[src/hw/rtl/lacs_pkg.sv]
// lacs_pkg: types and constants shared by the lamp command and alarm setter.
// No dependencies.
`default_nettype none

package lacs_pkg;

  localparam int unsigned MODE_COUNT = 7;

  localparam logic [2:0]  LEVEL_MAX     = 3'd4;
  localparam logic [3:0]  COLOR_MAX     = 4'd13;
  localparam logic [2:0]  MODE_NORMAL   = 3'd0;
  localparam logic [2:0]  MODE_COLOR    = 3'd3;
  localparam logic [2:0]  MODE_STUDY    = 3'd5;
  localparam logic [4:0]  HOUR_LAST     = 5'd23;
  localparam logic [5:0]  MINSEC_LAST   = 6'd59;
  localparam logic [16:0] SECS_PER_HOUR = 17'd3600;
  localparam logic [11:0] SECS_PER_MIN  = 12'd60;
  localparam logic [15:0] TIMEOUT_RESET = 16'd10000;
  localparam logic [15:0] TICKS_SAT     = 16'hFFFF;

  typedef enum logic [2:0] {
    REQ_SET        = 3'd0,
    REQ_LIGHT_UP   = 3'd1,
    REQ_LIGHT_DOWN = 3'd2,
    REQ_ALARM_ENTER = 3'd3,
    REQ_ALARM_INC  = 3'd4,
    REQ_ALARM_STEP = 3'd5,
    REQ_TICK       = 3'd6
  } req_e;

  typedef enum logic [2:0] {
    PH_IDLE = 3'd0,
    PH_HOUR = 3'd1,
    PH_MIN  = 3'd2,
    PH_SEC  = 3'd3,
    PH_CONF = 3'd4
  } phase_e;

  typedef struct packed {
    req_e       req_type;
    logic [3:0] mode_req;
    logic [3:0] level_req;
    logic [3:0] color_req;
  } cmd_t;

  typedef struct packed {
    logic [2:0] mode;
    logic [2:0] level;
    logic [3:0] color;
    logic       study_start;
    logic       study_stop;
    logic       breath_restart;
  } lamp_res_t;

  typedef struct packed {
    phase_e      phase;
    logic [4:0]  hour;
    logic [5:0]  minute;
    logic [5:0]  second;
    logic        fire;
    logic [16:0] seconds;
  } alarm_res_t;

endpackage

`default_nettype wire

[src/hw/rtl/lamp_command_and_alarm_setter.sv]
// Lamp command and alarm setter: top level, input and result registers.
// Uses lacs_pkg, lacs_lamp and lacs_alarm.
//
// Usage:
//   Requests enter on the s_axis channel: tuser carries the request type,
//   tdata the set fields. Each request gives exactly one result on m_axis
//   holding the lamp state, alarm-setting phase, shown values and the event
//   flags (study start/stop, breath restart, alarm fire with its seconds).
//   cfg_* writes the setting timeout in ticks; it is always ready and should
//   be written only while no request is in flight.
// Path: an accepted request is registered in the input register, processed
//   by the lamp and alarm logic, and its result is registered in the result
//   register, from which m_axis offers it.
// Throughput: one request per cycle while results are taken, set by the
//   single input register and single result register.
// Reset: lamp mode normal, level 4, color 0, phase idle, all alarm values and
//   the idle tick count zero, timeout 10000; both channel stages empty.
// Stall: when the result is not taken, the held request waits in the input
//   register and s_axis_tready drops until the result register drains.
`default_nettype none

module lamp_command_and_alarm_setter import lacs_pkg::*; (
  input  wire         clk_i,
  input  wire         rst_ni,
  // request channel
  input  wire         s_axis_tvalid,
  output logic        s_axis_tready,
  input  wire  [15:0] s_axis_tdata,   // mode_req[3:0], level_req[7:4], color_req[11:8], pad
  input  wire  [2:0]  s_axis_tuser,   // req_type[2:0]
  // result channel
  output logic        m_axis_tvalid,
  input  wire         m_axis_tready,
  output logic [55:0] m_axis_tdata,   // lamp_mode[2:0], lamp_level[5:3], lamp_color[9:6],
                                      // setting_phase[12:10], shown_hour[17:13],
                                      // shown_minute[23:18], shown_second[29:24],
                                      // alarm_fire[30], alarm_seconds[47:31],
                                      // study_start[48], study_stop[49],
                                      // breath_restart[50], pad
  // timeout register write
  input  wire         cfg_valid_i,
  output logic        cfg_ready_o,
  input  wire  [15:0] cfg_data_i
);

  logic        in_valid_q;
  cmd_t        cmd_q;
  logic        out_valid_q;
  logic [55:0] out_data_q;
  logic [15:0] timeout_q;
  logic        advance;
  logic        active;
  lamp_res_t   lamp_res;
  alarm_res_t  alarm_res;

  // request in the input register moves on when the result slot is free
  assign advance       = in_valid_q && (!out_valid_q || m_axis_tready);
  assign s_axis_tready = !in_valid_q || advance;
  assign cfg_ready_o   = 1'b1;
  assign m_axis_tvalid = out_valid_q;
  assign m_axis_tdata  = out_data_q;

  always_ff @(posedge clk_i or negedge rst_ni) begin
    if (!rst_ni) begin
      timeout_q <= TIMEOUT_RESET;
    end else if (cfg_valid_i) begin
      timeout_q <= cfg_data_i;
    end
  end

  // control
  always_ff @(posedge clk_i or negedge rst_ni) begin
    if (!rst_ni) begin
      in_valid_q  <= 1'b0;
      out_valid_q <= 1'b0;
    end else begin
      if (s_axis_tready) in_valid_q <= s_axis_tvalid;
      if (advance) begin
        out_valid_q <= 1'b1;
      end else if (m_axis_tready) begin
        out_valid_q <= 1'b0;
      end
    end
  end

  // payload
  always_ff @(posedge clk_i) begin
    if (s_axis_tvalid && s_axis_tready) begin
      cmd_q.req_type  <= req_e'(s_axis_tuser);
      cmd_q.mode_req  <= s_axis_tdata[3:0];
      cmd_q.level_req <= s_axis_tdata[7:4];
      cmd_q.color_req <= s_axis_tdata[11:8];
    end
    if (advance) begin
      out_data_q <= {5'd0,
                     lamp_res.breath_restart, lamp_res.study_stop, lamp_res.study_start,
                     alarm_res.seconds, alarm_res.fire,
                     alarm_res.second, alarm_res.minute, alarm_res.hour,
                     3'(alarm_res.phase),
                     lamp_res.color, lamp_res.level, lamp_res.mode};
    end
  end

  lacs_lamp u_lamp (
    .clk_i    (clk_i),
    .rst_ni   (rst_ni),
    .en_i     (advance),
    .active_i (active),
    .cmd_i    (cmd_q),
    .res_o    (lamp_res)
  );

  lacs_alarm u_alarm (
    .clk_i     (clk_i),
    .rst_ni    (rst_ni),
    .en_i      (advance),
    .timeout_i (timeout_q),
    .cmd_i     (cmd_q),
    .active_o  (active),
    .res_o     (alarm_res)
  );

  // an alarm only fires on the confirm step, which always returns to idle
  a_fire_idle: assert property (@(posedge clk_i) disable iff (!rst_ni)
    (m_axis_tvalid && m_axis_tdata[30]) |-> (m_axis_tdata[12:10] == PH_IDLE))
    else $error("alarm fired without returning to idle");

  // seconds are nonzero exactly when the alarm fires
  a_fire_secs: assert property (@(posedge clk_i) disable iff (!rst_ni)
    m_axis_tvalid |-> (m_axis_tdata[30] == (m_axis_tdata[47:31] != 17'd0)))
    else $error("alarm seconds inconsistent with fire flag");

  // mode flags are mutually consistent with the reported mode
  a_study_flags: assert property (@(posedge clk_i) disable iff (!rst_ni)
    (m_axis_tvalid && m_axis_tdata[48]) |-> (!m_axis_tdata[49] && m_axis_tdata[2:0] == MODE_STUDY))
    else $error("study start with wrong mode or stop flag");

  // input stalls only behind a blocked result
  a_stall_cause: assert property (@(posedge clk_i) disable iff (!rst_ni)
    !s_axis_tready |-> (in_valid_q && out_valid_q && !m_axis_tready))
    else $error("input stalled with free result slot");

  // a tick while idle never leaves idle
  a_tick_idle: assert property (@(posedge clk_i) disable iff (!rst_ni)
    (advance && !active && cmd_q.req_type == REQ_TICK) |=> (m_axis_tdata[12:10] == PH_IDLE))
    else $error("tick moved phase out of idle");

endmodule

`default_nettype wire

[src/hw/rtl/lacs_lamp.sv]
// lacs_lamp: lamp mode/level/color state with set, light up/down and mode flags.
// Depends on lacs_pkg.
`default_nettype none

module lacs_lamp import lacs_pkg::*; (
  input  wire        clk_i,
  input  wire        rst_ni,
  input  wire        en_i,       // one request processed this cycle
  input  wire        active_i,   // alarm setting in progress, lamp requests dropped
  input  cmd_t       cmd_i,
  output lamp_res_t  res_o       // state after the request, plus flags
);

  logic [2:0] mode_q, mode_d;
  logic [2:0] level_q, level_d;
  logic [3:0] color_q, color_d;
  logic       apply;

  always_comb begin
    mode_d  = mode_q;
    level_d = level_q;
    color_d = color_q;
    apply   = 1'b0;
    if (!active_i) begin
      case (cmd_i.req_type)
        REQ_SET: begin
          apply   = 1'b1;
          mode_d  = (cmd_i.mode_req >= 4'(MODE_COUNT)) ? MODE_NORMAL : cmd_i.mode_req[2:0];
          level_d = (cmd_i.level_req > 4'(LEVEL_MAX)) ? 3'd0 : cmd_i.level_req[2:0];
          color_d = (cmd_i.color_req > COLOR_MAX) ? 4'd0 : cmd_i.color_req;
        end
        REQ_LIGHT_UP: begin
          apply   = 1'b1;
          level_d = (level_q >= LEVEL_MAX) ? LEVEL_MAX : level_q + 3'd1;
        end
        REQ_LIGHT_DOWN: begin
          apply   = 1'b1;
          level_d = (level_q == 3'd0) ? 3'd0 : level_q - 3'd1;
        end
        default: apply = 1'b0;
      endcase
    end
  end

  always_comb begin
    res_o.mode           = mode_d;
    res_o.level          = level_d;
    res_o.color          = color_d;
    res_o.study_start    = apply && (mode_d == MODE_STUDY) && (mode_q != MODE_STUDY);
    res_o.study_stop     = apply && (mode_d != MODE_STUDY);
    res_o.breath_restart = apply && (mode_d == MODE_COLOR) && (mode_q != MODE_COLOR);
  end

  always_ff @(posedge clk_i or negedge rst_ni) begin
    if (!rst_ni) begin
      mode_q  <= MODE_NORMAL;
      level_q <= LEVEL_MAX;
      color_q <= 4'd0;
    end else if (en_i) begin
      mode_q  <= mode_d;
      level_q <= level_d;
      color_q <= color_d;
    end
  end

endmodule

`default_nettype wire

[src/hw/rtl/lacs_alarm.sv]
// lacs_alarm: alarm-setting phase machine, set/display values, idle tick timeout.
// Depends on lacs_pkg.
`default_nettype none

module lacs_alarm import lacs_pkg::*; (
  input  wire         clk_i,
  input  wire         rst_ni,
  input  wire         en_i,
  input  wire  [15:0] timeout_i,
  input  cmd_t        cmd_i,
  output logic        active_o,   // phase is not idle before this request
  output alarm_res_t  res_o
);

  phase_e      phase_q, phase_d;
  logic [4:0]  hour_q, hour_d, disp_hour_q, disp_hour_d;
  logic [5:0]  min_q, min_d, disp_min_q, disp_min_d;
  logic [5:0]  sec_q, sec_d, disp_sec_q, disp_sec_d;
  logic [15:0] ticks_q, ticks_d;
  logic [16:0] total;
  logic        sync;
  logic        fire;

  assign active_o = (phase_q != PH_IDLE);

  // 5x17 and 6x12 bit products, computed combinationally
  assign total = 17'(hour_q) * SECS_PER_HOUR + 17'(12'(min_q) * SECS_PER_MIN) + 17'(sec_q);

  always_comb begin
    phase_d = phase_q;
    hour_d  = hour_q;
    min_d   = min_q;
    sec_d   = sec_q;
    ticks_d = ticks_q;
    sync    = 1'b0;
    fire    = 1'b0;
    if (phase_q != PH_IDLE) begin
      case (cmd_i.req_type)
        REQ_ALARM_INC: begin
          ticks_d = 16'd0;
          sync    = 1'b1;
          case (phase_q)
            PH_HOUR: hour_d = (hour_q == HOUR_LAST) ? 5'd0 : hour_q + 5'd1;
            PH_MIN:  min_d  = (min_q == MINSEC_LAST) ? 6'd0 : min_q + 6'd1;
            PH_SEC:  sec_d  = (sec_q == MINSEC_LAST) ? 6'd0 : sec_q + 6'd1;
            default: begin
              // increment at confirm cancels
              phase_d = PH_IDLE;
              sync    = 1'b0;
            end
          endcase
        end
        REQ_ALARM_STEP: begin
          ticks_d = 16'd0;
          if (phase_q == PH_CONF) begin
            phase_d = PH_IDLE;
            fire    = (total != 17'd0);
          end else begin
            phase_d = phase_e'(phase_q + 3'd1);
            sync    = 1'b1;
          end
        end
        REQ_TICK: begin
          ticks_d = (ticks_q == TICKS_SAT) ? ticks_q : ticks_q + 16'd1;
          if (ticks_d >= timeout_i) phase_d = PH_IDLE;
        end
        default: phase_d = phase_q;
      endcase
    end else if (cmd_i.req_type == REQ_ALARM_ENTER) begin
      phase_d = PH_HOUR;
      hour_d  = 5'd0;
      min_d   = 6'd0;
      sec_d   = 6'd0;
      ticks_d = 16'd0;
      sync    = 1'b1;
    end
  end

  assign disp_hour_d = sync ? hour_d : disp_hour_q;
  assign disp_min_d  = sync ? min_d  : disp_min_q;
  assign disp_sec_d  = sync ? sec_d  : disp_sec_q;

  always_comb begin
    res_o.phase   = phase_d;
    res_o.hour    = disp_hour_d;
    res_o.minute  = disp_min_d;
    res_o.second  = disp_sec_d;
    res_o.fire    = fire;
    res_o.seconds = fire ? total : 17'd0;
  end

  always_ff @(posedge clk_i or negedge rst_ni) begin
    if (!rst_ni) begin
      phase_q     <= PH_IDLE;
      hour_q      <= 5'd0;
      min_q       <= 6'd0;
      sec_q       <= 6'd0;
      disp_hour_q <= 5'd0;
      disp_min_q  <= 6'd0;
      disp_sec_q  <= 6'd0;
      ticks_q     <= 16'd0;
    end else if (en_i) begin
      phase_q     <= phase_d;
      hour_q      <= hour_d;
      min_q       <= min_d;
      sec_q       <= sec_d;
      disp_hour_q <= disp_hour_d;
      disp_min_q  <= disp_min_d;
      disp_sec_q  <= disp_sec_d;
      ticks_q     <= ticks_d;
    end
  end

endmodule

`default_nettype wire
[config.mk]
export PLATFORM = sky130hd
export DESIGN_NAME = lamp_command_and_alarm_setter
export DESIGN_NICKNAME = d
export VERILOG_FILES = /design/src/hw/rtl/lacs_pkg.sv /design/src/hw/rtl/lamp_command_and_alarm_setter.sv /design/src/hw/rtl/lacs_lamp.sv /design/src/hw/rtl/lacs_alarm.sv
export SDC_FILE = /design/constraint.sdc
export NUM_CORES = 1
export LEC_CHECK = 0
export ABC_AREA = 1
export BUFFER_PORTS_ARGS = -buffer_cell sky130_fd_sc_hd__buf_4
export CAP_MARGIN = 10
export CORE_MARGIN = 1.5
export CORE_UTILIZATION = 50
export CTS_CLUSTER_DIAMETER = 60
export DETAILED_ROUTE_END_ITERATION = 10
export GPL_ROUTABILITY_DRIVEN = 0
export HOLD_SLACK_MARGIN = 0.08
export PLACE_DENSITY = 0.68
export SYNTH_ARGS = -nofsm -noshare
export SYNTH_HDL_FRONTEND = slang
export SYNTH_SLANG_ARGS = --single-unit
[constraint.sdc]
create_clock -name clk_i -period 10.6 [get_ports clk_i]
set_input_delay 1.06 -clock clk_i [delete_from_list [all_inputs] [get_ports clk_i]]
set_output_delay 1.06 -clock clk_i [all_outputs]
set_load 0.01 [all_outputs]
; Yosys cells after proc, flatten, opt, wreduce, memory -nomap -nowiden
; Index checks and enable logic that the tools add are counted.
[classes]
addsub = 9
n_mux = 51
magnitude_cmp = 5
n_mul = 2
n_reduce_logical = 21
n_eq_ne = 20
[op_table]
columns = cell, n
row1 = 6-bit 2-to-1 mux, 12
row2 = 16-bit 2-to-1 mux, 3
row3 = 3-bit 2-to-1 mux, 12
row4 = 16-bit case mux with 2 select lines, 1
row5 = 5-bit 2-to-1 mux, 6
row6 = 3-bit case mux with 3 select lines, 2
row7 = 17-bit by 12-bit adder with 17-bit output, 1
row8 = 17-bit by 6-bit adder with 17-bit output, 1
row9 = 17-bit nonzero test, 1
row10 = "16-bit by 1-bit adder with 16-bit output, second input constant", 1
row11 = "16-bit == test, second input constant", 1
row12 = 16-bit greater-or-equal comparator, 1
row13 = "3-bit by 2-bit == test with 1-bit output, second input constant", 5
row14 = "3-bit == test, second input constant", 5
row15 = "5-bit by 8-bit multiplier with 13-bit output, second input constant", 1
row16 = "6-bit by 1-bit adder with 6-bit output, second input constant", 2
row17 = "6-bit == test, second input constant", 2
row18 = 4-bit 2-to-1 mux, 3
row19 = 1-bit 2-to-1 mux, 11
row20 = "6-bit by 4-bit multiplier with 10-bit output, second input constant", 1
row21 = 1-bit logical AND, 7
row22 = "3-bit by 1-bit adder with 3-bit output, second input constant", 2
row23 = "3-bit by 1-bit == test with 1-bit output, second input constant", 2
row24 = 3-bit zero test, 2
row25 = other kinds (17), 23
[totals]
input_bits = 40
output_inout_bits = 59
regBits = 147

; Depth between registers and ports, before layout
; Gate-level depths: netlist of the first run.
[depth]
ltp_word = 7
depth_mapped = 26
mapped_depth_nobuf = 25

; Cells and area by module
; Synthesis of the first run repeated with hierarchy kept, for this count alone.
[unflattened]
hier_cells = 1089
area_unflattened_um2 = 9440.3
[by_module_without_submodules]
columns = module, area_per_inst_um2, seq_area_each_um2, cells_per_inst, instances
row1 = lacs_alarm, 5763.0, 1326.3, 803, 1
row2 = lamp_command_and_alarm_setter, 2780.2, 2438.6, 153, 1
row3 = lacs_lamp, 897.1, 251.5, 133, 1

; Worst setup path before layout of the first run
; No wires, ideal clock.
[synth_path]
path_kind = reg2reg
start = register u_alarm.min_q[3]
end = register out_data_q[40] (netlist: m_axis_tdata[40]) (data pin)
path_slack_ps = 5775
t_required_ps = 10341
arrival_time_ps = 4567
stages_incl_launch_ff = 27
path_cell_list = dfrtp_1 > inv_1 > fa_1 > fa_1 > inv_1 > ha_1 > a21oi_1 > nand2_1 > a21oi_1 > o21ai_0 > a21o_1 > a21oi_1 > xor2_1 > ha_1 > ha_1 > nand2_1 > nor2_1 > nand3_1 > nand3_1 > nand2_1 > nand2_1 > nand2_1 > nor2_1 > nand4_1 > nand2_2 > buf_6 > nor2_1
[synth_between]
elab_chain_cells = 7
[synth_lines]
columns = item, line_no
row1 = start: declaration, lacs_alarm.sv:17  ; logic [5:0] min_q, min_d, disp_min_q, disp_min_d;
row2 = start signal: assignment, lacs_alarm.sv:105  ; min_q <= min_d;
row3 = 6-bit by 4-bit multiplier with 10-bit output *, lacs_alarm.sv:27  ; assign total = 17'(hour_q) * SECS_PER_HOUR + 17'(12'(min_q) * SECS_PER_MIN) + 17'(sec_q);
row4 = 17-bit by 12-bit adder with 17-bit output *, lacs_alarm.sv:27
row5 = 17-bit by 6-bit adder with 17-bit output *, lacs_alarm.sv:27
row6 = 17-bit nonzero test, lacs_alarm.sv:57  ; fire = (total != 17'd0);
row7 = 1-bit 2-to-1 mux, lacs_alarm.sv:55  ; if (phase_q == PH_CONF) begin
row8 = 1-bit 2-to-1 mux, lacs_alarm.sv:38  ; case (cmd_i.req_type)
row9 = 1-bit 2-to-1 mux, lacs_alarm.sv:37  ; if (phase_q != PH_IDLE) begin
row10 = end signal: assignment, lamp_command_and_alarm_setter.sv:94  ; out_data_q <= {5'd0,
row11 = end: declaration, lamp_command_and_alarm_setter.sv:48  ; logic [55:0] out_data_q;
; Mark *: on every way between the ends. The rest lies on a longest branch, timed or not.
; A chain may end at the register's enable or synchronous reset.

; Worst setup path in the final report of the first run
[layout_path]
start = register u_alarm.min_q[3]
end = register out_data_q[42] (netlist: m_axis_tdata[42]) (data pin)
; Same word-level chain as after synthesis.

==> metrics.log, run 1 <==
INFO  metric most_instantiated_cells_after_synthesis = 239 x sky130_fd_sc_hd__nand2_1, 161 x sky130_fd_sc_hd__inv_1, 84 x sky130_fd_sc_hd__ha_1, 75 x sky130_fd_sc_hd__dfrtp_1, 66 x sky130_fd_sc_hd__edfxtp_1
INFO  metric route.detailed.wl_per_inst = 13.0 um
INFO  metric clock-root-buffer = sky130_fd_sc_hd__clkbuf_16
INFO  metric cts.clk_slew.worst_paths = 0.07 ns
INFO  metric power_leakage = 5.21 nW
INFO  metric required = 10.77 ns
INFO  metric min_path_type = flip-flop to flip-flop
INFO  metric timing_max_transition_violations_final = 0
INFO  metric dieArea = 19,100 sq um
INFO  metric synthesis.area = 9130 sq um
INFO  metric routed-via-count = 6,961
INFO  metric count_of_cell_types_in_the_netlist = 54
INFO  metric synth_top_area_frac = 0.217
INFO  metric power.ir.vdd_worst = 0.000150 V
INFO  metric drive_gt1_frac = 0.158
INFO  metric clkSinkCount = 147
INFO  metric antenna-diode-count = 0
INFO  metric synth.most_common_cell = sky130_fd_sc_hd__nand2_1
INFO  metric final_hpwl_from_detailed_placement = 13,200 um
INFO  metric coreArea = roughly 18,000 sq um
INFO  metric critical_path.reg2reg.startpoint = u_alarm.min_q[3]$_DFFE_PN0P_
INFO  metric worst_path_most_repeated_cell = sky130_fd_sc_hd__nand2_1
INFO  metric number_of_buffers_created_by_cts = 17
INFO  metric slew_headroom = 0.520
INFO  metric post-route-period-util = 0.499
INFO  metric insertion_delay = 0.43 ns
INFO  metric floorplan.initialDensity = 0.510
INFO  metric drt-initial-drc-count = 362
INFO  metric maxClockFrequency = 189 MHz
INFO  metric cts_repair_resize_count = 0
INFO  metric layout-area-overhead-vs-synth = 15.9%
INFO  metric antenna_found_initial = 0
INFO  metric port_buffers = 88
INFO  metric globalRoute.totalOverflow = 0
INFO  metric total_global_routing_track_utilization = 0.193
INFO  metric power_density = approximately 230 nW/um^2
INFO  metric timing.critical_path.slowest_stage_cell = sky130_fd_sc_hd__fa_1
INFO  metric height_of_the_chip = approximately 140 um
INFO  metric cp_data_arrival_time = 5.46 ns
INFO  metric cts_tree = yes
INFO  metric final.setup.tns = 0 ns
INFO  metric rows = 49
INFO  metric synth_top_cell_by_area = sky130_fd_sc_hd__edfxtp_1
INFO  metric worst-setup-path-type = flip-flop to flip-flop
INFO  metric dr_vias_cell = ~5.1
INFO  metric ys_top_cells_by_area = sky130_fd_sc_hd__edfxtp_1 22%, sky130_fd_sc_hd__dfrtp_1 21%, sky130_fd_sc_hd__ha_1 12%
INFO  metric final_antenna_net_count = 0
INFO  metric yosys_warnings = 0
INFO  metric pin_count = slightly below 100
INFO  metric crit_start = u_alarm.min_q[3]$_DFFE_PN0P_
INFO  metric setup_repair_after_global_routing_missed_its_margin = false
INFO  metric count_of_nets_after_finishing = 1,260
INFO  metric timing.critical_path.to_type = flip-flop
INFO  metric finalHoldViolations = 0
INFO  metric synth.yosys.seq_area_share = 0.440
INFO  metric dieWidth = 138 um
INFO  metric slowest_delay = 0.51 ns
INFO  metric syn_avg_cell_area = a little under 9 sq um
INFO  metric min_delay_worst_endpoint = u_alarm.disp_sec_q[5]$_DFFE_PN0P_
INFO  metric critical_path.max_fanout = 18
INFO  metric grt_max_degree = 57
INFO  metric hold_path.startpoint = u_alarm.disp_sec_q[5]$_DFFE_PN0P_
INFO  metric number_of_flops_mapped_to_enable_cells_by_yosys = 66
INFO  metric synth_seq_cells = 147
INFO  metric reg_to_reg_endpoint = m_axis_tdata[42]$_SDFFCE_PN0P_
INFO  metric finalPower = between 2 and 2.5 mW
INFO  metric worstSetupStartpointType = flip-flop
INFO  metric post-cts-setup-buffers = 0
INFO  metric whs_path_depth = 2
INFO  metric reg2regPathDepth = 25
INFO  metric critical_path_buf_inv_count = 2
INFO  metric setup.reg_to_reg.worst_slack = 5.31 ns
INFO  metric finClkSkew = 0.0120 ns
INFO  metric count_of_max_cap_constraint_violations = 0
INFO  metric ys_async_sr_fraction = 0.551
INFO  metric crit_family = adder cells
INFO  metric fin_crit = 5.29 ns
INFO  metric timing_worst_slew_pin_value = 0.719 ns
INFO  metric post_synth_inst_count = 1,032
INFO  metric synth_top_flop_cell = sky130_fd_sc_hd__dfrtp_1
INFO  metric first_pass_iters = 5
INFO  metric post-route-drc-count = 0
INFO  metric cp.depth = 25
INFO  metric post_cts_hold_buffer_count = 0
INFO  metric report.final.setup_viol = 0
INFO  metric routed_wl = 17,700 um
INFO  metric number_of_global_route_vias_before_repair = roughly 6,600
INFO  metric clock_tree.htree_level_count = 4
INFO  metric status = finished clean
INFO  metric wire_length_of_the_first_global_routing_pass = 30,200 um
INFO  metric clk_path_buf_depth = 2
==> metrics by stage <==
step,instances,instance area (sq um),hold WS (ns),util,worst slack [ns]
floorplan,1036,9140,0.449,-,5.77
global placement,1331,9970,0.462,0.557,5.36
CTS,1363,10600,0.484,0.591,5.27
global route,1363,10600,0.503,0.591,4.85
detailed placement,1331,9970,0.466,0.557,5.31
finish,1363,10600,0.481,0.591,5.31
==> where the power goes <==
group / switching, mW / total, mW / leakage, nW / internal [mW]
clock network: 0.283 / 0.602 / 0.291 / 0.319
registers: 0.0790 / 0.820 / 1.72 / 0.741
logic: 0.653 / 1.05 / 3.21 / 0.395
==> cells by family (layout without fill, tap and decap cells) <==
| family | count (synthesis) | after routing | share of synthesized area |
|---|---|---|---|
| fa+ha+maj | 99 | 99 | 0.148 |
| buf+inv | 199 | 297 | 0.0879 |
| mux | 1 | 1 | 0.00123 |
| compound gates | 161 | 161 | 0.107 |
| other cells | 2 | 6 | 0.000823 |
| flops | 147 | 147 | 0.440 |
| xor+xnor | 23 | 23 | 0.0221 |
| simple gates | 400 | 400 | 0.193 |
==> flip-flops by register name, indices dropped and copies added (netlist names) <==
name and count:
u_alarm.min_q 6, u_lamp.color_q 4, u_alarm.disp_min_q 6, u_alarm.hour_q 5, m_axis_tdata 51, u_lamp.mode_q 3
u_lamp.level_q 3, m_axis_tvalid 1, u_alarm.disp_hour_q 5, timeout_q 16, u_alarm.sec_q 6, u_alarm.disp_sec_q 6
u_alarm.ticks_q 16, in_valid_q 1, u_alarm.phase_q 3, cmd_q 15
==> cells in the final DEF (no fill, tap or decap), drive strengths merged, types with 2 or more instances in the layout <==
cell,Yosys,routed
nand4,14,14
ha,84,84
nor3,16,16
nor4,2,2
clkbuf,9,17
clkinv,1,9
a21oi,30,30
nand3b,5,5
o22ai,28,28
nand2,244,244
xnor2,7,7
a21o,2,2
inv,173,179
conb,2,6
a22oi,4,4
buf,16,91
nor2,59,59
dfrtp,75,75
fa,15,15
dfstp,6,6
nand3,56,56
o21ai,86,86
edfxtp,66,66
a311oi,2,2
o211ai,2,2
xor2,16,16
a31oi,4,4
==> worst reg2reg max path, delay by kind of cell, from the launching register on <==
kind | cells | cell delay, ns
flops | 1 | 0.47
xor+xnor | 1 | 0.19
simple gates | 12 | 1.31
buf+inv | 2 | 0.32
compound gates | 5 | 0.77
fa+ha+maj | 5 | 1.96
==> layer usage <==
| metal | wire (um) | GRT usage | part of all wire | vias to the layer above |
|---|---|---|---|---|
| met5 | 0 | 0 | 0 | - |
| met4 | 339 | 0.0670 | 0.019 | 0 |
| met3 | 578 | 0.0322 | 0.033 | 21 |
| met2 | 8760 | 0.330 | 0.49 | 131 |
| met1 | 8030 | 0.248 | 0.45 | 3239 |
| li1 | - | - | - | 3570 |
==> cell type report <==
type | count | area (sq um)
Clock buffer | 17 | 425
Inverter | 174 | 657
Timing Repair Buffer | 91 | 683
Multi-Input combinational cell | 690 | 4320
Tap cell | 229 | 287
Clock inverter | 15 | 183
Sequential cell | 147 | 4020
Fill cell | 1587 | 7330
==> how the worst max path moves through the flow <==
stage and to:
2_1_floorplan m_axis_tdata[40]$_SDFFCE_PN0P_, 3_3_place_gp m_axis_tdata[32]$_SDFFCE_PN0P_, 3_5_place_dp m_axis_tdata[42]$_SDFFCE_PN0P_, 4_1_cts m_axis_tdata[42]$_SDFFCE_PN0P_, 5_1_grt m_axis_tdata[39]$_SDFFCE_PN0P_, 6_report m_axis_tdata[42]$_SDFFCE_PN0P_
Power figures use the tool's default switching activity.
==> run 2: changes to the inputs <==
ABC_AREA = 0   (was 1)
clock period = 5.2 ns   (was 10.6 ns; I/O delays follow)
==> metrics.log, run 2 <==
INFO  metric final_cell_mix = 137 x sky130_fd_sc_hd__nand2_1, 103 x sky130_fd_sc_hd__buf_4, 83 x sky130_fd_sc_hd__ha_1
INFO  metric dieWidth = between 100 and 150 um
INFO  metric fin_crit = 4.89 ns
INFO  metric power.ir.vdd_worst = 0.000267 V
INFO  metric layout-area-overhead-vs-synth = 16.2%
INFO  metric globalRoute.totalOverflow = 0
INFO  metric worst-setup-path-type = flip-flop to flip-flop
INFO  metric antenna-diode-count = 0
INFO  metric post_synth_xor_area_fraction = 0.0407
INFO  metric ys_async_sr_fraction = 0.551
INFO  metric final_cell_count_without_fillers = 1,236
INFO  metric post-cts-setup-buffers = 0
INFO  metric critical_path_buf_inv_count = 3
INFO  metric synth_compound_area_frac = 0.147
INFO  metric timing.critical_path.to_type = flip-flop
INFO  metric yosys.area_share.simple = 0.152
INFO  metric min_path_type = input pin to async pin
INFO  metric clkSinkCount = around 150
INFO  metric dieArea = ~19,000 sq um
INFO  metric dr_vias_cell = around 5.3
INFO  metric cp_data_arrival_time = between 5 and 6 ns
INFO  metric report.final.setup_viol = 0
INFO  metric required = about 5.4 ns
INFO  metric cp.depth = 19
INFO  metric synth_top_flop_cell = sky130_fd_sc_hd__dfrtp_1
INFO  metric routed-via-count = 6,570
INFO  metric crit_family = adder cells
INFO  metric synth.yosys.seq_area_share = 0.438
INFO  metric cts_tree = yes
INFO  metric total_global_routing_track_utilization = 0.198
INFO  metric placed_area = around 10,000 sq um
INFO  metric routed_wl = 18,300 um
INFO  metric status = finished clean
INFO  metric grt_max_degree = 42
INFO  metric final_antenna_net_count = 0
INFO  metric synth_top_cell_by_area = sky130_fd_sc_hd__edfxtp_1
INFO  metric maxClockFrequency = 204 MHz
INFO  metric count_of_nets_after_finishing = 1,134
INFO  metric finClkSkew = 0.00508 ns
INFO  metric insertion_delay = between 0.4 and 0.5 ns
INFO  metric critical_path.max_fanout = 5
INFO  metric drive_gt1_frac = 0.178
INFO  metric post-route-period-util = 0.941
INFO  metric height_of_the_chip = between 100 and 150 um
INFO  metric number_of_flops_mapped_to_enable_cells_by_yosys = 66
INFO  metric ys_top_cells_by_area = sky130_fd_sc_hd__edfxtp_1 22%, sky130_fd_sc_hd__dfrtp_1 20%, sky130_fd_sc_hd__ha_1 11%
INFO  metric final_hpwl_from_detailed_placement = 13,300 um
INFO  metric mostFrequentLayoutCell = sky130_fd_sc_hd__nand2_1
INFO  metric worstSetupStartpointType = flip-flop
INFO  metric number_of_buffers_created_by_cts = 17
INFO  metric fillers = around 1,600
INFO  metric largest_reg_flops = 51
INFO  metric yosys_warnings = 0
INFO  metric rows = 49
INFO  metric clock-root-buffer = sky130_fd_sc_hd__clkbuf_16
INFO  metric synth_top_area_frac = 0.216
INFO  metric slowest_delay = ~0.51 ns
INFO  metric drt-initial-drc-count = ~360
INFO  metric combinational_family_with_the_most_area_after_synthesis = simple AND/OR/NAND/NOR gates
INFO  metric synth.area.mux_share = 0.0209
INFO  metric number_of_global_route_vias_before_repair = 6,370
INFO  metric timing_max_transition_violations_final = 0
INFO  metric cts.clk_slew.worst_paths = roughly 0.060 ns
INFO  metric antenna_found_initial = 0
INFO  metric synthesis.area = 9170 sq um
INFO  metric reg2regPathDepth = 19
INFO  metric port_buffers = 88
INFO  metric finalHoldViolations = 0
INFO  metric syn_avg_cell_area = 10.1 sq um
INFO  metric power_density = about 370 nW/um^2
INFO  metric clk_path_buf_depth = 2
INFO  metric most_instantiated_cells_after_synthesis = 137 x sky130_fd_sc_hd__nand2_1, 84 x sky130_fd_sc_hd__ha_1, 75 x sky130_fd_sc_hd__dfrtp_1, 74 x sky130_fd_sc_hd__inv_1, 66 x sky130_fd_sc_hd__edfxtp_1
INFO  metric synth_fa_ha_area_frac = 0.147
INFO  metric synth.most_common_cell = sky130_fd_sc_hd__nand2_1
INFO  metric post_cts_hold_buffer_count = 0
INFO  metric postLayoutCellArea = about 11,000 sq um
INFO  metric final.setup.tns = 0 ns
INFO  metric post-route-drc-count = 0
INFO  metric placedCellCount = roughly 1,200
INFO  metric coreArea = 18,000 sq um
INFO  metric power_leakage = around 5 nW
INFO  metric wire_length_of_the_first_global_routing_pass = 30,900 um
INFO  metric post_synth_inst_count = approximately 910
INFO  metric count_of_cell_types_in_the_netlist = 79
INFO  metric floorplan.initialDensity = 0.510
INFO  metric setup_repair_after_global_routing_missed_its_margin = false
INFO  metric slew_headroom = 0.533
INFO  metric final_hold_slack = 0.0735 ns
INFO  metric timing_worst_slew_pin_value = 0.701 ns
INFO  metric synth_seq_cells = 147
INFO  metric count_of_max_cap_constraint_violations = 0
INFO  metric first_pass_iters = 5
INFO  metric clock_tree.htree_level_count = 4
INFO  metric route.detailed.wl_per_inst = 14.8 um
INFO  metric timing.critical_path.slowest_stage_cell = sky130_fd_sc_hd__fa_1
INFO  metric pin_count = 99
INFO  metric path_cells = inv_2, fa_1, fa_1, inv_1, ha_1, a21o_1, a21oi_1, o21bai_1, a21oi_1, xnor2_1, ha_1, ha_2, o21ai_1, a21o_1, o311ai_1, buf_4, nand4_2, nor4b_4, nor3_1
INFO  metric finalPower = 3.98 mW
## run 2: kinds of logic after synthesis
family / count (synthesis)
buf+inv: 114
fa+ha+maj: 99
mux: 16
other cells: 2
xor+xnor: 41
compound gates: 199
flops: 147
simple gates: 288
## run 2: area by class of cell
cell class / instances / area [sq um] / share of cell area
Sequential cell: 147 / 4020 / 0.377
Clock inverter: 13 / 148 / 0.0139
Clock buffer: 18 / 439 / 0.0412
Multi-Input combinational cell: 649 / 4690 / 0.441
Timing Repair Buffer: 104 / 785 / 0.0736
Inverter: 76 / 285 / 0.0268
Tap cell: 229 / 287 / 0.0269
## run 2: worst reg2reg max path: cells and delay by family (launching register included)
family	cells	cell delay (ns)
adder cells (fa/ha/maj)	5	1.94
AO/OA/AOI/OAI	7	1.27
AND/OR/NAND/NOR	3	0.52
flip-flops	1	0.45
buffers and inverters	3	0.32
XOR/XNOR	1	0.15
## run 2: final timing paths
path | from | end | slack [ns]
worst max register to register | u_alarm.min_q[2]$_DFFE_PN0P_ | m_axis_tdata[32]$_SDFFCE_PN0P_ | 0.31
worst min-delay path | rst_ni | timeout_q[14]$_DFFE_PN0P_ | 0.07
min in group clk_i | s_axis_tuser[2] | cmd_q[14]$_DFFE_PP_ | 0.27
worst min register to register | u_alarm.disp_min_q[2]$_DFFE_PN0P_ | u_alarm.disp_min_q[2]$_DFFE_PN0P_ | 0.48
max in group asynchronous | rst_ni | u_alarm.min_q[0]$_DFFE_PN0P_ | 4.17
worst max-delay path | u_alarm.min_q[2]$_DFFE_PN0P_ | m_axis_tdata[32]$_SDFFCE_PN0P_ | 0.31
## run 2: timing repair
| item | 4_1_cts | 5_1_grt |
|---|---|---|
| endpoints found under the setup margin | 0 | 3 |
| hold endpoints to repair | 0 | 0 |
| resized for setup | 0 | 6 |
## run 2: where the power goes
part,switching [mW],internal [mW]
clock,0.503,0.723
combinational,0.739,0.541
sequential,0.0990,1.37
## run 2: stage by stage
stage           util  worst slack (ns)
6_report       0.593             0.307
5_1_grt        0.593           0.00751
4_1_cts        0.592            0.0945
3_5_place_dp   0.559             0.118
3_3_place_gp   0.559             0.168
2_1_floorplan      -             0.325
## run 2: layer usage
metal	part of all wire	up-vias	global-route usage
li1	-	3341	-
met5	0	-	0
met1	0.48	3092	0.270
met4	0.018	0	0.0720
met2	0.47	113	0.323
met3	0.028	24	0.0308
==> run 3: changes to the inputs <==
CORE_ASPECT_RATIO = 0.75   (was default)
CTS_BUF_LIST = sky130_fd_sc_hd__clkbuf_16   (was default)
CTS_CLUSTER_DIAMETER = 40   (was 60)
==> metrics.log, run 3 (same netlist as run 2, synthesis figures left out) <==
INFO  metric cts_tree = yes
INFO  metric final.setup.tns = 0 ns
INFO  metric number_of_buffers_created_by_cts = 17
INFO  metric timing_worst_slew_pin_value = approximately 0.77 ns
INFO  metric slowest_delay = approximately 0.55 ns
INFO  metric post-route-drc-count = 0
INFO  metric pin_count = slightly below 100
INFO  metric coreArea = about 18,000 sq um
INFO  metric groute.layer.met3.usage = 0.0569
INFO  metric timing.critical_path.slowest_stage_cell = sky130_fd_sc_hd__fa_1
INFO  metric floorplan.initialDensity = 0.515
INFO  metric port_buffers = 88
INFO  metric power.ir.vdd_worst = 0.000240 V
INFO  metric largest_reg_flops = 51
INFO  metric layout-area-overhead-vs-synth = 16.3%
INFO  metric slew_headroom = 0.482
INFO  metric worstSetupStartpointType = flip-flop
INFO  metric worst-setup-path-type = flip-flop to flip-flop
INFO  metric height_of_the_chip = 120 um
INFO  metric setup_repair_after_global_routing_missed_its_margin = false
INFO  metric dieArea = ~19,000 sq um
INFO  metric reg_to_reg_endpoint = m_axis_tdata[31]$_SDFFCE_PN0P_
INFO  metric reg2regPathDepth = 18
INFO  metric mostFrequentLayoutCell = sky130_fd_sc_hd__nand2_1
INFO  metric worstSetupEndpoint = m_axis_tdata[31]$_SDFFCE_PN0P_
INFO  metric finalHoldViolations = 0
INFO  metric clock_tree.htree_level_count = 4
INFO  metric crit_start = u_alarm.min_q[0]$_DFFE_PN0P_
INFO  metric antenna-diode-count = 0
INFO  metric global_route.peak_usage_layer = met1
INFO  metric rows = 42
INFO  metric clkSinkCount = around 150
INFO  metric clk_path_buf_depth = 2
INFO  metric grt_max_degree = 54
INFO  metric setup.reg_to_reg.worst_slack = 0.28 ns
INFO  metric postLayoutCellArea = 10,700 sq um
INFO  metric min_path_type = input pin to flip-flop
INFO  metric cp_data_arrival_time = 5.06 ns
INFO  metric groute.layer.met1.usage = 0.327
INFO  metric globalRoute.totalOverflow = 0
INFO  metric route.detailed.wl_per_inst = about 16 um
INFO  metric power_leakage = approximately 5.0 nW
INFO  metric final_hpwl_from_detailed_placement = roughly 14,000 um
INFO  metric finClkSkew = 0.0163 ns
INFO  metric drive_gt1_frac = 0.179
INFO  metric wire_length_of_the_first_global_routing_pass = between 30,000 and 40,000 um
INFO  metric total_global_routing_track_utilization = 0.213
INFO  metric count_of_nets_after_finishing = 1,135
INFO  metric clock-root-buffer = sky130_fd_sc_hd__clkbuf_16
INFO  metric path_cells = fa_1, fa_1, inv_1, fa_1, inv_1, a21o_1, a21oi_2, xnor2_1, ha_1, ha_1, buf_4, o21ai_0, a21oi_1, a31oi_1, xor2_1, nand2_1, nor4b_4, nor3_1
INFO  metric fin_crit = 4.92 ns
INFO  metric first_pass_iters = 5
INFO  metric cts.clk_slew.worst_paths = 0.06 ns
INFO  metric required = 5.34 ns
INFO  metric routed-via-count = 6,730
INFO  metric critical_path.max_fanout = 3
INFO  metric status = finished clean
INFO  metric critical_path.reg2reg.startpoint = u_alarm.min_q[0]$_DFFE_PN0P_
INFO  metric timing.critical_path.to_type = flip-flop
INFO  metric dr_vias_cell = about 5.4
INFO  metric number_of_global_route_vias_before_repair = 6,246
INFO  metric maxClockFrequency = 203 MHz
INFO  metric worst_path_most_repeated_cell = sky130_fd_sc_hd__fa_1
INFO  metric final_antenna_net_count = 0
INFO  metric global_route.usage.met2 = 0.292
INFO  metric report.final.setup_viol = 0
INFO  metric placed_area = 10,100 sq um
INFO  metric power_density = about 370 nW/um^2
INFO  metric antenna_found_initial = 0
INFO  metric final_cell_mix = 137 x sky130_fd_sc_hd__nand2_1, 104 x sky130_fd_sc_hd__buf_4, 82 x sky130_fd_sc_hd__ha_1
INFO  metric count_of_max_cap_constraint_violations = 0
INFO  metric insertion_delay = 0.43 ns
INFO  metric timing_max_transition_violations_final = 0
INFO  metric routed_wl = 19,500 um
INFO  metric drt-initial-drc-count = 434
INFO  metric dieWidth = between 150 and 200 um
INFO  metric post-route-period-util = 0.945
-- run 3: how the worst min path moves through the flow --
| stage | start | endpoint | slack [ns] | cells after the start |
|---|---|---|---|---|
| after floorplan | rst_ni | in_valid_q$_DFFE_PN0N_ | 0.22 | 0 |
| after global placement | u_alarm.disp_hour_q[4]$_DFFE_PN0P_ | u_alarm.disp_hour_q[4]$_DFFE_PN0P_ | 0.46 | 2 |
| after detailed placement | u_alarm.disp_min_q[2]$_DFFE_PN0P_ | u_alarm.disp_min_q[2]$_DFFE_PN0P_ | 0.46 | 2 |
| after CTS | s_axis_tdata[1] | cmd_q[9]$_DFFE_PP_ | 0.25 | 1 |
| after global routing | s_axis_tdata[4] | cmd_q[4]$_DFFE_PP_ | 0.25 | 1 |
| final | s_axis_tuser[0] | cmd_q[12]$_DFFE_PP_ | 0.27 | 1 |
-- run 3: worst max-delay path, delay by kind of cell, from the launching register on --
| family | cells | cell delay (ns) |
|---|---|---|
| buf+inv | 3 | 0.28 |
| fa+ha+maj | 5 | 2.07 |
| xor+xnor | 2 | 0.40 |
| flops | 1 | 0.40 |
| compound gates | 5 | 0.91 |
| simple gates | 3 | 0.57 |
-- run 3: layout make-up --
type,count,area [sq um]
repair buffers,105,791
inverters,76,287
well taps,242,303
clock buffers,17,425
multi-input cells,649,4720
fillers,1542,7160
clock inverters,15,116
flip-flops and latches,147,4020
-- run 3: repair_timing --
item,4_1_cts,5_1_grt
gates resized for setup,0,9
hold buffers,1,0
buffers inserted,0,1
hold endpoints to repair,24,0
setup endpoints to repair,0,3
-- run 3: routing by layer --
metal | up-vias | part of all wire
met3 | 11 | 0.067
li1 | 3358 | -
met2 | 179 | 0.41
met5 | - | 0
met1 | 3182 | 0.52
met4 | 0 | 0.0066
-- run 3: per-stage QoR --
stage               setup WS [ns]  total power, mW  instances  utilization  hold WS (ns)
detailed placement         0.0462             2.77       1217        0.565         0.462
CTS                        0.0327             3.93       1250        0.596         0.254
global placement            0.156             2.76       1217        0.565         0.456
floorplan                   0.325             2.41        910            -         0.224
global route              0.00880             4.20       1251        0.598         0.249
finish                      0.285             3.94       1251        0.598         0.266
-- run 3: where the power goes --
group / internal (mW) / switching (mW) / leakage (nW)
registers: 1.37 / 0.104 / 1.71
clock network: 0.652 / 0.493 / 0.276
logic: 0.556 / 0.764 / 3.03
total: 2.58 / 1.36 / 5.02
